### config.mk
export PLATFORM = sky130hd
export DESIGN_NAME = vgcbf_front
export DESIGN_NICKNAME = d
export VERILOG_FILES = /design/src/velocity_ghost_cell_boundary_fill_top_assert.svh /design/src/vgcbf_pkg.sv /design/src/vgcbf_front.sv
export SDC_FILE = /design/constraint.sdc
export NUM_CORES = 1
export LEC_CHECK = 0
export ABC_CLOCK_PERIOD_IN_PS = 3700
export BUFFER_PORTS_ARGS = -buffer_cell sky130_fd_sc_hd__buf_2
export CELL_PAD_IN_SITES_DETAIL_PLACEMENT = 1
export CELL_PAD_IN_SITES_GLOBAL_PLACEMENT = 1
export CORE_AREA = 2 2 262 264
export CTS_BUF_LIST = sky130_fd_sc_hd__clkbuf_8
export CTS_CLUSTER_DIAMETER = 30
export DETAILED_ROUTE_END_ITERATION = 6
export DIE_AREA = 0 0 264 266
export PLACE_DENSITY = 0.7
export SLEW_MARGIN = 25
export SYNTH_ARGS = -nofsm -noshare
export SYNTH_HDL_FRONTEND = slang
export SYNTH_SLANG_ARGS = --single-unit
### constraint.sdc
create_clock -name clk -period 3.7 [get_ports clk]
set_input_delay 0.37 -clock clk [delete_from_list [all_inputs] [get_ports clk]]
set_output_delay 0.37 -clock clk [all_outputs]
set_load 0.01 [all_outputs]
### src/velocity_ghost_cell_boundary_fill_top_assert.svh
// assertion macros shared by the boundary fill rtl
// expects a clock named clk and an active low reset named rst_n in scope
`ifndef VELOCITY_GHOST_CELL_BOUNDARY_FILL_TOP_ASSERT_SVH
`define VELOCITY_GHOST_CELL_BOUNDARY_FILL_TOP_ASSERT_SVH

// same cycle implication, off during reset
`define VGC_ASSERT_NOW(lbl, a, c, msg) \
  lbl: assert property (@(posedge clk) disable iff (!rst_n) (a) |-> (c)) else $error(msg);

// next cycle implication, off during reset
`define VGC_ASSERT_NEXT(lbl, a, c, msg) \
  lbl: assert property (@(posedge clk) disable iff (!rst_n) (a) |=> (c)) else $error(msg);

// next cycle implication that also checks the reset itself
`define VGC_ASSERT_ALWAYS(lbl, a, c, msg) \
  lbl: assert property (@(posedge clk) (a) |=> (c)) else $error(msg);

`endif

### src/vgcbf_pkg.sv
// shared widths, codes and stage payload types of the boundary fill block
// no dependencies
package vgcbf_pkg;

  localparam int VB        = 32;
  localparam int SQ_W      = 2 * VB + 1;
  localparam int DEN_W     = SQ_W + 1;
  localparam int LO_W      = VB;
  localparam int HI_W      = SQ_W - LO_W;
  localparam int NUM_W     = 3 * VB + 3;
  localparam int MAG_W     = NUM_W - 1;
  localparam int Q_W       = VB;
  localparam int DIV_STEPS = Q_W;
  localparam int NFACE     = 6;
  localparam int IDX_W     = 3;

  typedef enum logic [1:0] {
    OP_GHOST  = 2'd0,
    OP_FACE   = 2'd1,
    OP_CORNER = 2'd2
  } op_t;

  typedef enum logic [2:0] {
    M_FIXED = 3'd0,
    M_COPY  = 3'd1,
    M_CLAMP = 3'd2,
    M_RAD   = 3'd3,
    M_EVEN  = 3'd4,
    M_ODD   = 3'd5,
    M_NONE  = 3'd6,
    M_NONE2 = 3'd7
  } mode_t;

  localparam logic [2:0] F_XLO = 3'd0;
  localparam logic [2:0] F_YLO = 3'd1;
  localparam logic [2:0] F_ZLO = 3'd2;
  localparam logic [2:0] F_XHI = 3'd3;
  localparam logic [2:0] F_YHI = 3'd4;
  localparam logic [2:0] F_ZHI = 3'd5;

  localparam logic [IDX_W-1:0] REG_MODES     = 3'd0;
  localparam logic [IDX_W-1:0] REG_FIX_FIRST = 3'd1;
  localparam logic [IDX_W-1:0] REG_FIX_LAST  = 3'd6;

  typedef struct packed {
    logic                 rad;
    logic                 wr;
    logic                 land;
    logic signed [VB-1:0] direct;
  } side_t;

  typedef struct packed {
    logic signed [VB:0]   dt;
    logic signed [VB:0]   dx;
    logic signed [VB-1:0] de;
    logic signed [VB-1:0] on;
    logic signed [VB-1:0] no;
  } rad_t;

  typedef struct packed {
    logic [DEN_W-1:0] rem;
    logic [Q_W-1:0]   low;
    logic [Q_W-1:0]   q;
    logic [DEN_W-1:0] den;
    logic             neg;
    side_t            side;
  } div_t;

endpackage

### src/vgcbf_front.sv
// decode stage: rule selection, direct values and radiation differences
// depends on vgcbf_pkg
module vgcbf_front (
  input  logic                           clk,
  input  logic                           rst_n,
  input  logic                           en,
  input  logic                           in_vld,
  input  logic [1:0]                     op,
  input  logic [2:0]                     face,
  input  logic                           corner_north,
  input  logic                           land_mask,
  input  logic signed [vgcbf_pkg::VB-1:0] source_value,
  input  logic signed [vgcbf_pkg::VB-1:0] second_value,
  input  logic signed [vgcbf_pkg::VB-1:0] outside_new,
  input  logic signed [vgcbf_pkg::VB-1:0] near_new,
  input  logic signed [vgcbf_pkg::VB-1:0] near_old,
  input  logic signed [vgcbf_pkg::VB-1:0] far_old,
  input  logic signed [vgcbf_pkg::VB-1:0] grad_first,
  input  logic signed [vgcbf_pkg::VB-1:0] grad_second,
  input  logic [3*vgcbf_pkg::NFACE-1:0]   face_modes,
  input  logic [vgcbf_pkg::NFACE-1:0][vgcbf_pkg::VB-1:0] fixed_value,
  output logic                           vld_r,
  output vgcbf_pkg::side_t               side_r,
  output vgcbf_pkg::rad_t                rad_r
);
  import vgcbf_pkg::*;

  logic                 face_ok;
  logic [2:0]           fsel;
  mode_t                mode;
  mode_t                ymode;
  logic                 zface;
  logic                 xface;
  logic signed [VB-1:0] fixv;
  logic signed [VB-1:0] oddv;
  logic signed [VB:0]   sum2;
  logic signed [VB:0]   dt;
  logic signed [VB:0]   dx;
  logic signed [VB:0]   dtz;
  logic signed [VB:0]   gs;
  logic                 clash;
  side_t                side_nxt;
  rad_t                 rad_nxt;

  assign face_ok = (face <= F_ZHI);
  assign fsel    = face_ok ? face : F_XLO;
  assign mode    = face_ok ? mode_t'(face_modes[3*fsel +: 3]) : M_NONE;
  assign ymode   = corner_north ? mode_t'(face_modes[3*F_YHI +: 3])
                                : mode_t'(face_modes[3*F_YLO +: 3]);
  assign zface   = (face == F_ZLO) || (face == F_ZHI);
  assign xface   = (face == F_XLO) || (face == F_XHI);
  assign fixv    = fixed_value[fsel];
  assign oddv    = (source_value == {1'b1, {(VB-1){1'b0}}}) ? {1'b0, {(VB-1){1'b1}}}
                                                           : -source_value;
  assign sum2    = {source_value[VB-1], source_value} + {second_value[VB-1], second_value};

  // radiation differences, tendency zeroed on a sign clash
  assign dt    = {near_new[VB-1], near_new} - {near_old[VB-1], near_old};
  assign dx    = {near_old[VB-1], near_old} - {far_old[VB-1], far_old};
  assign gs    = {grad_first[VB-1], grad_first} + {grad_second[VB-1], grad_second};
  assign clash = (dt != '0) && (dx != '0) && (dt[VB] != dx[VB]);
  assign dtz   = clash ? '0 : dt;

  always_comb begin
    rad_nxt.dt = dtz;
    rad_nxt.dx = dx;
    rad_nxt.de = ((dtz != '0) && (gs != '0) && (dtz[VB] == gs[VB])) ? grad_first
                                                                    : grad_second;
    rad_nxt.on = outside_new;
    rad_nxt.no = near_old;
  end

  always_comb begin
    side_nxt.rad    = 1'b0;
    side_nxt.wr     = 1'b0;
    side_nxt.land   = land_mask;
    side_nxt.direct = '0;
    if (face_ok) begin
      case (op_t'(op))
        OP_GHOST: begin
          case (mode)
            M_FIXED: begin
              side_nxt.direct = fixv;
              side_nxt.wr     = 1'b1;
            end
            M_COPY, M_EVEN: begin
              side_nxt.direct = source_value;
              side_nxt.wr     = 1'b1;
            end
            M_CLAMP: begin
              side_nxt.direct = source_value;
              side_nxt.wr     = !zface;
            end
            M_RAD: begin
              side_nxt.rad = !zface;
              side_nxt.wr  = !zface;
            end
            M_ODD: begin
              side_nxt.direct = oddv;
              side_nxt.wr     = 1'b1;
            end
            default: ;
          endcase
        end
        OP_FACE: begin
          if (xface) begin
            case (mode)
              M_FIXED: begin
                side_nxt.direct = fixv;
                side_nxt.wr     = 1'b1;
              end
              M_COPY: begin
                side_nxt.direct = source_value;
                side_nxt.wr     = 1'b1;
              end
              M_RAD: begin
                side_nxt.rad = 1'b1;
                side_nxt.wr  = 1'b1;
              end
              default: ;
            endcase
          end
        end
        OP_CORNER: begin
          if (xface && (mode != M_CLAMP) && (ymode != M_CLAMP)) begin
            side_nxt.direct = sum2[VB:1];
            side_nxt.wr     = 1'b1;
          end
        end
        default: ;
      endcase
    end
  end

  always_ff @(posedge clk) begin
    if (!rst_n) begin
      vld_r <= 1'b0;
    end else if (en) begin
      vld_r <= in_vld;
    end
  end

  always_ff @(posedge clk) begin
    if (en) begin
      side_r <= side_nxt;
      rad_r  <= rad_nxt;
    end
  end

endmodule

---- Word level (Yosys, flattened, before mapping) ----
Cells that the tools add are included.
word-level totals
  memory bits (writable) .................. 0
  memories kept ........................... 0
  word-level logic and storage cells ...... 75
  bits in registers ....................... 198
  bits in latches ......................... 0
  output and inout bits ................... 198
  memory bits (read-only) ................. 0
operators by class
  $add $sub $neg .......................... 5
  equal/unequal tests ..................... 15
  bitwise operators ....................... 0
  mux-type cells .......................... 21
  $mul .................................... 1
  reductions and logical operators ........ 20
  shift-type cells ........................ 1
  divide/modulo/power cells ............... 0
  order comparisons ....................... 2
operators by type and width
  operator              number
  $pmux 32 s3           2
  $mux 32               5
  $reduce_bool 33->1    4
  $bmux 32 s3           1
  $add 32x32->33        2
  $sub 32x32->33        2
  $pmux 32 s2           1
  $mux 33               1
  $eq 32x32->1 const B  1
  $neg 32->32           1
  $shiftx 18x6->3       1
  $eq 3x2->1 const B    4
  $eq 3x3->1 const B    3
  $mux 3                3
  $logic_and 1x1->1     6
  $logic_not 3->1       2
  $ne 3x2->1 const B    2
  $reduce_or 3->1       2
  $mul 2x3->5 const A   1
  $lt 3x4->1 const B    1
  $mux 1                4
  $pmux 1 s2            2
  $reduce_or 4->1       1
  $eq 3x1->1 const B    1
  other kinds (11)      12

---- Logic depth before layout (Yosys ltp) ----
Gate-level depths: netlist (run 1).
  depth after elaboration ................. 10
  depth in mapped cells ................... 16
  mapped depth without buffers ............ 15

---- Worst setup path after synthesis (run 1) ----
Ideal clock, no wire load.
  path kind ............................... in2reg
  start ................................... input port near_old[0] (netlist name)
  end ..................................... register rad_r[86] (netlist name), data pin
  buffers on the path ..................... 1
  data arrival time ....................... 3820 ps
  cell stages on the path ................. 16
  slack ................................... -382 ps
  cells stage by stage .................... inv_1 -> ha_1 -> fa_1 -> nand2b_1 -> a21oi_1 -> xor2_1 -> or4_1 -> or4_1 -> nor4b_1 -> and4_1 -> and4b_1 -> a21bo_1 -> nand2_1 -> o22ai_2 -> buf_6 -> mux2_1
RTL lines
  element               line                source
  from (decl)           vgcbf_front.sv:16   input logic signed [vgcbf_pkg::VB-1:0] near_old,
  to (signal assigned)  vgcbf_front.sv:146  rad_r <= rad_nxt;
  to (decl)             vgcbf_front.sv:24   output vgcbf_pkg::rad_t rad_r

==> results of run 1 <==
## layout make-up
type	count	area [um2]
clock inverter	14	191
fill	8086	40200
timing repair buffer	1236	7930
clock buffer	18	248
sequential	198	5940
inverter	118	455
multi-input combinational	1564	11700
antenna	14	35.0
tap	882	1100
## cells in the mapped netlist, types with 22 or more instances
cell type                  instances  area [um2]
sky130_fd_sc_hd__clkbuf_1         72         270
sky130_fd_sc_hd__xor2_1           44         385
sky130_fd_sc_hd__a211oi_1         26         195
sky130_fd_sc_hd__nand3_1          39         195
sky130_fd_sc_hd__nor3_1           46         230
sky130_fd_sc_hd__nand2_1         134         503
sky130_fd_sc_hd__edfxtp_1        197        5920
sky130_fd_sc_hd__ha_1            128        1600
sky130_fd_sc_hd__mux2_1           29         327
sky130_fd_sc_hd__nand4_1          22         138
sky130_fd_sc_hd__mux4_2           33         743
sky130_fd_sc_hd__o21ai_0         153         766
sky130_fd_sc_hd__a21oi_1         160         801
sky130_fd_sc_hd__nand2b_1         26         163
sky130_fd_sc_hd__and3_1           35         219
sky130_fd_sc_hd__mux2i_1          47         470
sky130_fd_sc_hd__xnor2_1          40         350
sky130_fd_sc_hd__a31oi_1          31         194
sky130_fd_sc_hd__o211ai_1         30         225
sky130_fd_sc_hd__inv_1           118         443
sky130_fd_sc_hd__nor2_1          156         586
sky130_fd_sc_hd__a21o_1           62         465
## layer usage
layer,global-route usage (%),vias up
li1,-,9878
met1,26.1,10300
met2,47.2,688
met3,3.30,184
met4,15.0,0
met5,0,-
## through the flow
stage | hold slack (ps) | instances | total power [mW]
after floorplan | 469 | 1965 | 4.73
after global placement | 496 | 3903 | 6.65
after global routing | 14.2 | 4042 | 9.22
final | 59.6 | 4044 | 8.76
after CTS | 4.05 | 4025 | 8.74
after detailed placement | 530 | 3903 | 6.77
## registers in the layout, summed over array words and instances (netlist names)
name    count
vld_r       1
rad_r     162
side_r     35
## layout by cell type (no fill, tap or decap), types with 35 or more instances in the layout
master and count:
sky130_fd_sc_hd__buf_2 671, sky130_fd_sc_hd__buf_4 486, sky130_fd_sc_hd__edfxtp_1 197, sky130_fd_sc_hd__nor2_1 155, sky130_fd_sc_hd__a21oi_1 153, sky130_fd_sc_hd__o21ai_0 150, sky130_fd_sc_hd__nand2_1 131, sky130_fd_sc_hd__ha_1 120
sky130_fd_sc_hd__inv_1 116, sky130_fd_sc_hd__a21o_1 62, sky130_fd_sc_hd__dlygate4sd3_1 55, sky130_fd_sc_hd__mux2i_1 47, sky130_fd_sc_hd__nor3_1 43, sky130_fd_sc_hd__xor2_1 42, sky130_fd_sc_hd__xnor2_1 40, sky130_fd_sc_hd__nand3_1 38
sky130_fd_sc_hd__and3_1 35
## logic make-up after synthesis
logic type                 after synthesis  share of synthesized area (%)
AOI/OAI and AO/OA                      647                           23.4
adders and majority gates              132                           9.38
and+or+nand+nor                        585                           16.6
xor gates and xnor gates                84                           4.10
DFF                                    198                           33.1
buffers and inverters                  203                           4.44
muxes                                  116                           9.03
## what timing repair did
action,in CTS,in global routing
buffers inserted,33,9
resized for setup,49,36
cloned,2,1
hold buffers,55,0
pin swaps,5,14
endpoints found under the hold margin,54,0
setup endpoints to repair,64,64
## report_power, final
group / internal [mW] / leakage [nW] / total (mW) / switching, mW
combinational: 2.00 / 10.7 / 4.17 / 2.17
clock: 0.612 / 0.221 / 1.68 / 1.07
sequential: 2.81 / 1.92 / 2.91 / 0.0994
## worst paths after layout
path / cells after the start / end / slack (ps) / from
worst max register to register: 3 / vld_r / 2510 / vld_r
worst min-delay path: 2 / rad_r[0] / 60 / near_old[0]
worst min register to register: 3 / vld_r / 1130 / vld_r
worst max-delay path: 19 / rad_r[84] / -340 / near_old[0]
==> impl_metrics.ini, run 1 <==
[outcome]
run_status = complete, but fails checks
failing_checks = negative setup slack

[worst_hold_path]
worst_hold_path_type = in -> reg

[routing]
maxUsedRoutingLayer = met4
dr_total_vias = 21100
wl_per_cell_um = 22.5
viasPerCell = 5.21
drt-initial-drc-count = 1056
met2WireLength_um = 48200
routed_wirelength_um = 90900
firstDrtPassIters = 7
routed_antenna_nets = 0
route.detailed.drc = 0
route.layer.met1.wl_um = 33600
met3RoutedLength_um = 3510

[clocking]
tritoncts.num_buffers = 17
cts.sinks = 198
clock-root-buffer = sky130_fd_sc_hd__clkbuf_8
cts_tree = yes
ctsHtreeMaxLevel = 4
insertion_delay_ps = 600
clkSlewWorstSetupHoldPaths_ps = 140
cts_max_path_buffers = 2

[floorplanning]
std_cell_rows = 96
die_height_um = 266
initial_core_util_pct = 26.5
design.die.area_um2 = 70200
ioPinCount = 675
die_width_um = 264
fp.coreArea_um2 = 67700

[global_routing]
grtUsageTotal_pct = 24.9
initial_antenna_violation_count = 19
wire_length_of_the_first_global_routing_pass_um = 134000
total_gr_overflow = 0
maximum_number_of_pins_on_one_net_before_global_route_repair = 83
first_global_vias = 22700

[yosys]
synth-async-reset-ratio_pct = 0
synthesis.yosys.warnings = 0
post_synth_inst_count = 1965
ys_ff_latch = 198
synth_edf_count = 197
syn_area_um2 = 17900
syn-num-nets = 2574
syn-mean-instance-area_um2 = 9.13
synth-seq-area-share_pct = 33.1
ys_dominant_reg_cell = sky130_fd_sc_hd__edfxtp_1
post_synth_num_cell_types = 93

[timing]
number_of_hold_violations_in_the_final_report = 0
timing.slew.headroom_pct = 50.0
max_clock_freq_mhz = 247
setup_viol_count_final = 32
minimum_period_implied_by_the_final_worst_setup_slack_ps = 4040
finalMaxSlewViolations = 0
setup_total_negative_slack_ps = -8630
fin_worst_skew_ps = 0
worst_slack_ps = -342
final_min_period_over_clock_period_pct = 109
rsz_0062_raised_after_global_routing = yes
worstMarginPinSlew_ps = 749

[setup_path]
worstSetupEndpointType = register
worst-endpoint-required_ps = 4040
critPathBufInv = 5
slowest_stage = sky130_fd_sc_hd__or4_4
worst-path-max-fanout = 8
cp_cell_sequence = buf_12 > inv_12 > ha_4 > fa_2 > nand2b_4 > a21oi_4 > xor2_2 > or4_4 > or4_4 > nor4b_4 > buf_4 > and4_4 > and4b_1 > a21bo_1 > nand2_2 > o22ai_4 > buf_6 > clkbuf_16 > mux2_1
cpPeakStageDelay_ps = 510
crit_path_start_kind = input port
timing.critical_path.mode_cell = sky130_fd_sc_hd__or4_4
worst_ep_arrival_time_ps = 4380
crit_family = simple AND/OR/NAND/NOR gates
crit_type = in -> reg

[layout]
post_route_cells_drive_above_1_share_pct = 43.4
final_core_utilization_pct = 40.7
syn_to_final_growth_pct = 53.7
finalNetCount = 3744
post-route-cell-area_um2 = 27600

[placement]
post_dp_area_um2 = 25800
place.port_buffers = 674
hpwlAfterDp_um = 75400
gp_congestion = 0.983
preCtsSetupSlack_ps = -1110

[pwr]
ir_worst_vdd_mv = 0.221
power_leakage_nw = 12.8
power.density_nw_per_um2 = 318

[run]
maxCapViolCount = 0
(Power assumes the default switching activity.)
==> run 2: changes to the inputs <==
--- a/config.mk
+++ b/config.mk
@@ -15,6 +15,7 @@
 export DETAILED_ROUTE_END_ITERATION = 6
 export DIE_AREA = 0 0 264 266
 export PLACE_DENSITY = 0.7
+export SKIP_LAST_GASP = 1
 export SLEW_MARGIN = 25
 export SYNTH_ARGS = -nofsm -noshare
 export SYNTH_HDL_FRONTEND = slang
==> impl_metrics.ini, run 2 (synthesized netlist as in run 1, its figures left out) <==
[outcome]
run_status = complete, but fails checks
failing_checks = negative setup slack

[setup_path]
crit_type = in -> reg
slowest_stage = sky130_fd_sc_hd__fa_2
regToRegStartpoint = vld_r
crit_family = buffers and inverters
reg2reg_depth = 3
worst-path-max-fanout = 2
timing.critical_path.mode_cell = sky130_fd_sc_hd__buf_4
timing.reg2reg.setup_slack_ps = 2410
worst-endpoint-required_ps = 4090
rr_endpoint = vld_r
crit_path_start_kind = input port
critPathBufInv = 26
worst_ep_arrival_time_ps = 4420
worstSetupEndpointType = register
cpPeakStageDelay_ps = 340

[floorplanning]
fp.coreArea_um2 = 67700
die_height_um = 266
std_cell_rows = 96
design.die.area_um2 = 70200
ioPinCount = 675
die_width_um = 264
initial_core_util_pct = 26.5

[timing]
worst_slack_ps = -331
max_clock_freq_mhz = 248
final_min_period_over_clock_period_pct = 109
worstMarginPinSlew_ps = 1140
rsz_0062_raised_after_global_routing = yes
number_of_hold_violations_in_the_final_report = 0
minimum_period_implied_by_the_final_worst_setup_slack_ps = 4030
worst_hold_slack_ps = 57.0
setup_viol_count_final = 33
finalMaxSlewViolations = 0
fin_worst_skew_ps = 0
timing.slew.headroom_pct = 23.6

[global_routing]
maximum_number_of_pins_on_one_net_before_global_route_repair = 83
first_global_vias = 22700
wire_length_of_the_first_global_routing_pass_um = 133000
initial_antenna_violation_count = 23
grtUsageTotal_pct = 24.8
total_gr_overflow = 0

[pwr]
power_frac_clock_pct = 19.3
p_seq_share_pct = 33.2
power.net_switching_mw = 3.34
power.share.combinational_pct = 47.5
power.density_nw_per_um2 = 318
p_int_mw = 5.42
switching_share_pct = 38.1
ir_worst_vdd_mv = 0.222
power_leakage_nw = 12.8

[layout]
most-common-layout-cells = sky130_fd_sc_hd__buf_2 (671), sky130_fd_sc_hd__buf_4 (496), sky130_fd_sc_hd__edfxtp_1 (197)
final_core_utilization_pct = 40.7
regMostFlops = rad_r
finalNetCount = 3746
layout.filler_cells = 8095
flip_flop_count_of_the_largest_register_after_layout = 162
mostFrequentLayoutCell = sky130_fd_sc_hd__buf_2
biggestRegsByFlops = rad_r: 162 flops, side_r: 35 flops, vld_r: 1 flops
syn_to_final_growth_pct = 53.7
layoutNonFillerInstCount = 4048
post_route_cells_drive_above_1_share_pct = 43.3

[placement]
place.port_buffers = 674
gp_congestion = 0.983
hpwlAfterDp_um = 75400
preCtsSetupSlack_ps = -1110
dp.cells = 3903

[routing]
routed_wirelength_um = 90500
viasPerCell = 5.20
drt-initial-drc-count = 1077
routed_antenna_nets = 0
firstDrtPassIters = 7
wl_per_cell_um = 22.4
route.detailed.drc = 0
dr_total_vias = 21100

[worst_hold_path]
holdPathEnd = rad_r[0]
hold_path.startpoint = near_old[0]
hold-path-cell-count = 2
worst_hold_path_type = in -> reg

[clocking]
cts_tree = yes
tritoncts.num_buffers = 17
clock-root-buffer = sky130_fd_sc_hd__clkbuf_8
cts.sinks = 198
cts_max_path_buffers = 2
insertion_delay_ps = 600
ctsHtreeMaxLevel = 4
clkSlewWorstSetupHoldPaths_ps = 140

[run]
maxCapViolCount = 0
## run 2: cell count changes in the layout (fill, tap and decap cells not counted), sizes merged
cell | previous run | this run
diode | 14 | 16
buf | 1179 | 1181
## run 2: cell type report
type	instances	area, um2	area share (%)
antenna	16	40.0	0.145
sequential	198	5940	21.5
multi-input combinational	1564	11600	42.3
clock inverter	14	191	0.695
timing repair buffer	1238	7930	28.8
tap	882	1100	4.01
inverter	118	455	1.65
clock buffer	18	248	0.899
## run 2: worst max-delay path by stage
stage / start / endpoint / slack (ps) / cells after the start
6_report: near_old[0] / rad_r[100] / -330 / 31
2_1_floorplan: near_old[0] / rad_r[86] / -110 / 16
5_1_grt: near_old[0] / rad_r[73] / -340 / 19
3_5_place_dp: near_old[8] / rad_r[90] / -1110 / 19
3_3_place_gp: near_old[8] / rad_r[90] / -950 / 19
4_1_cts: far_old[0] / rad_r[81] / -210 / 18
## run 2: metrics by stage
stage               setup TNS, ps  instance area (um2)  power, mW
floorplan                   -3080                18100       4.73
CTS                         -6070                27300       8.72
global placement           -52970                25800       6.65
finish                      -9090                27600       8.76
detailed placement         -60560                25800       6.77
global route               -10300                27500       9.21
## run 2: power groups by stage
stage / clock, mW / sequential (mW) / combinational, mW
finish: 1.69 / 2.91 / 4.16
global route: 1.81 / 2.93 / 4.47
CTS: 1.75 / 2.91 / 4.06
global placement: 0 / 2.95 / 3.69
floorplan: 0 / 3.07 / 1.66
detailed placement: 0 / 2.96 / 3.81
## run 2: timing repair
| action | 4_1_cts | 5_1_grt |
|---|---|---|
| gates cloned | 2 | 1 |
| hold endpoints to repair | 54 | 0 |
| gates resized for setup | 38 | 35 |
| pin swaps | 5 | 17 |
| setup endpoints to repair | 64 | 64 |
| buffers inserted | 33 | 8 |
| hold buffers | 55 | 0 |
## run 2: routing by layer
layer  global-route usage [%]  part of all wire (%)  up-vias
met5                        0                     0        -
met4                     14.2                   5.4        0
met3                     3.16                   3.8      162
met2                     47.2                    54      676
met1                     26.3                    37    10300
li1                         -                     -     9890
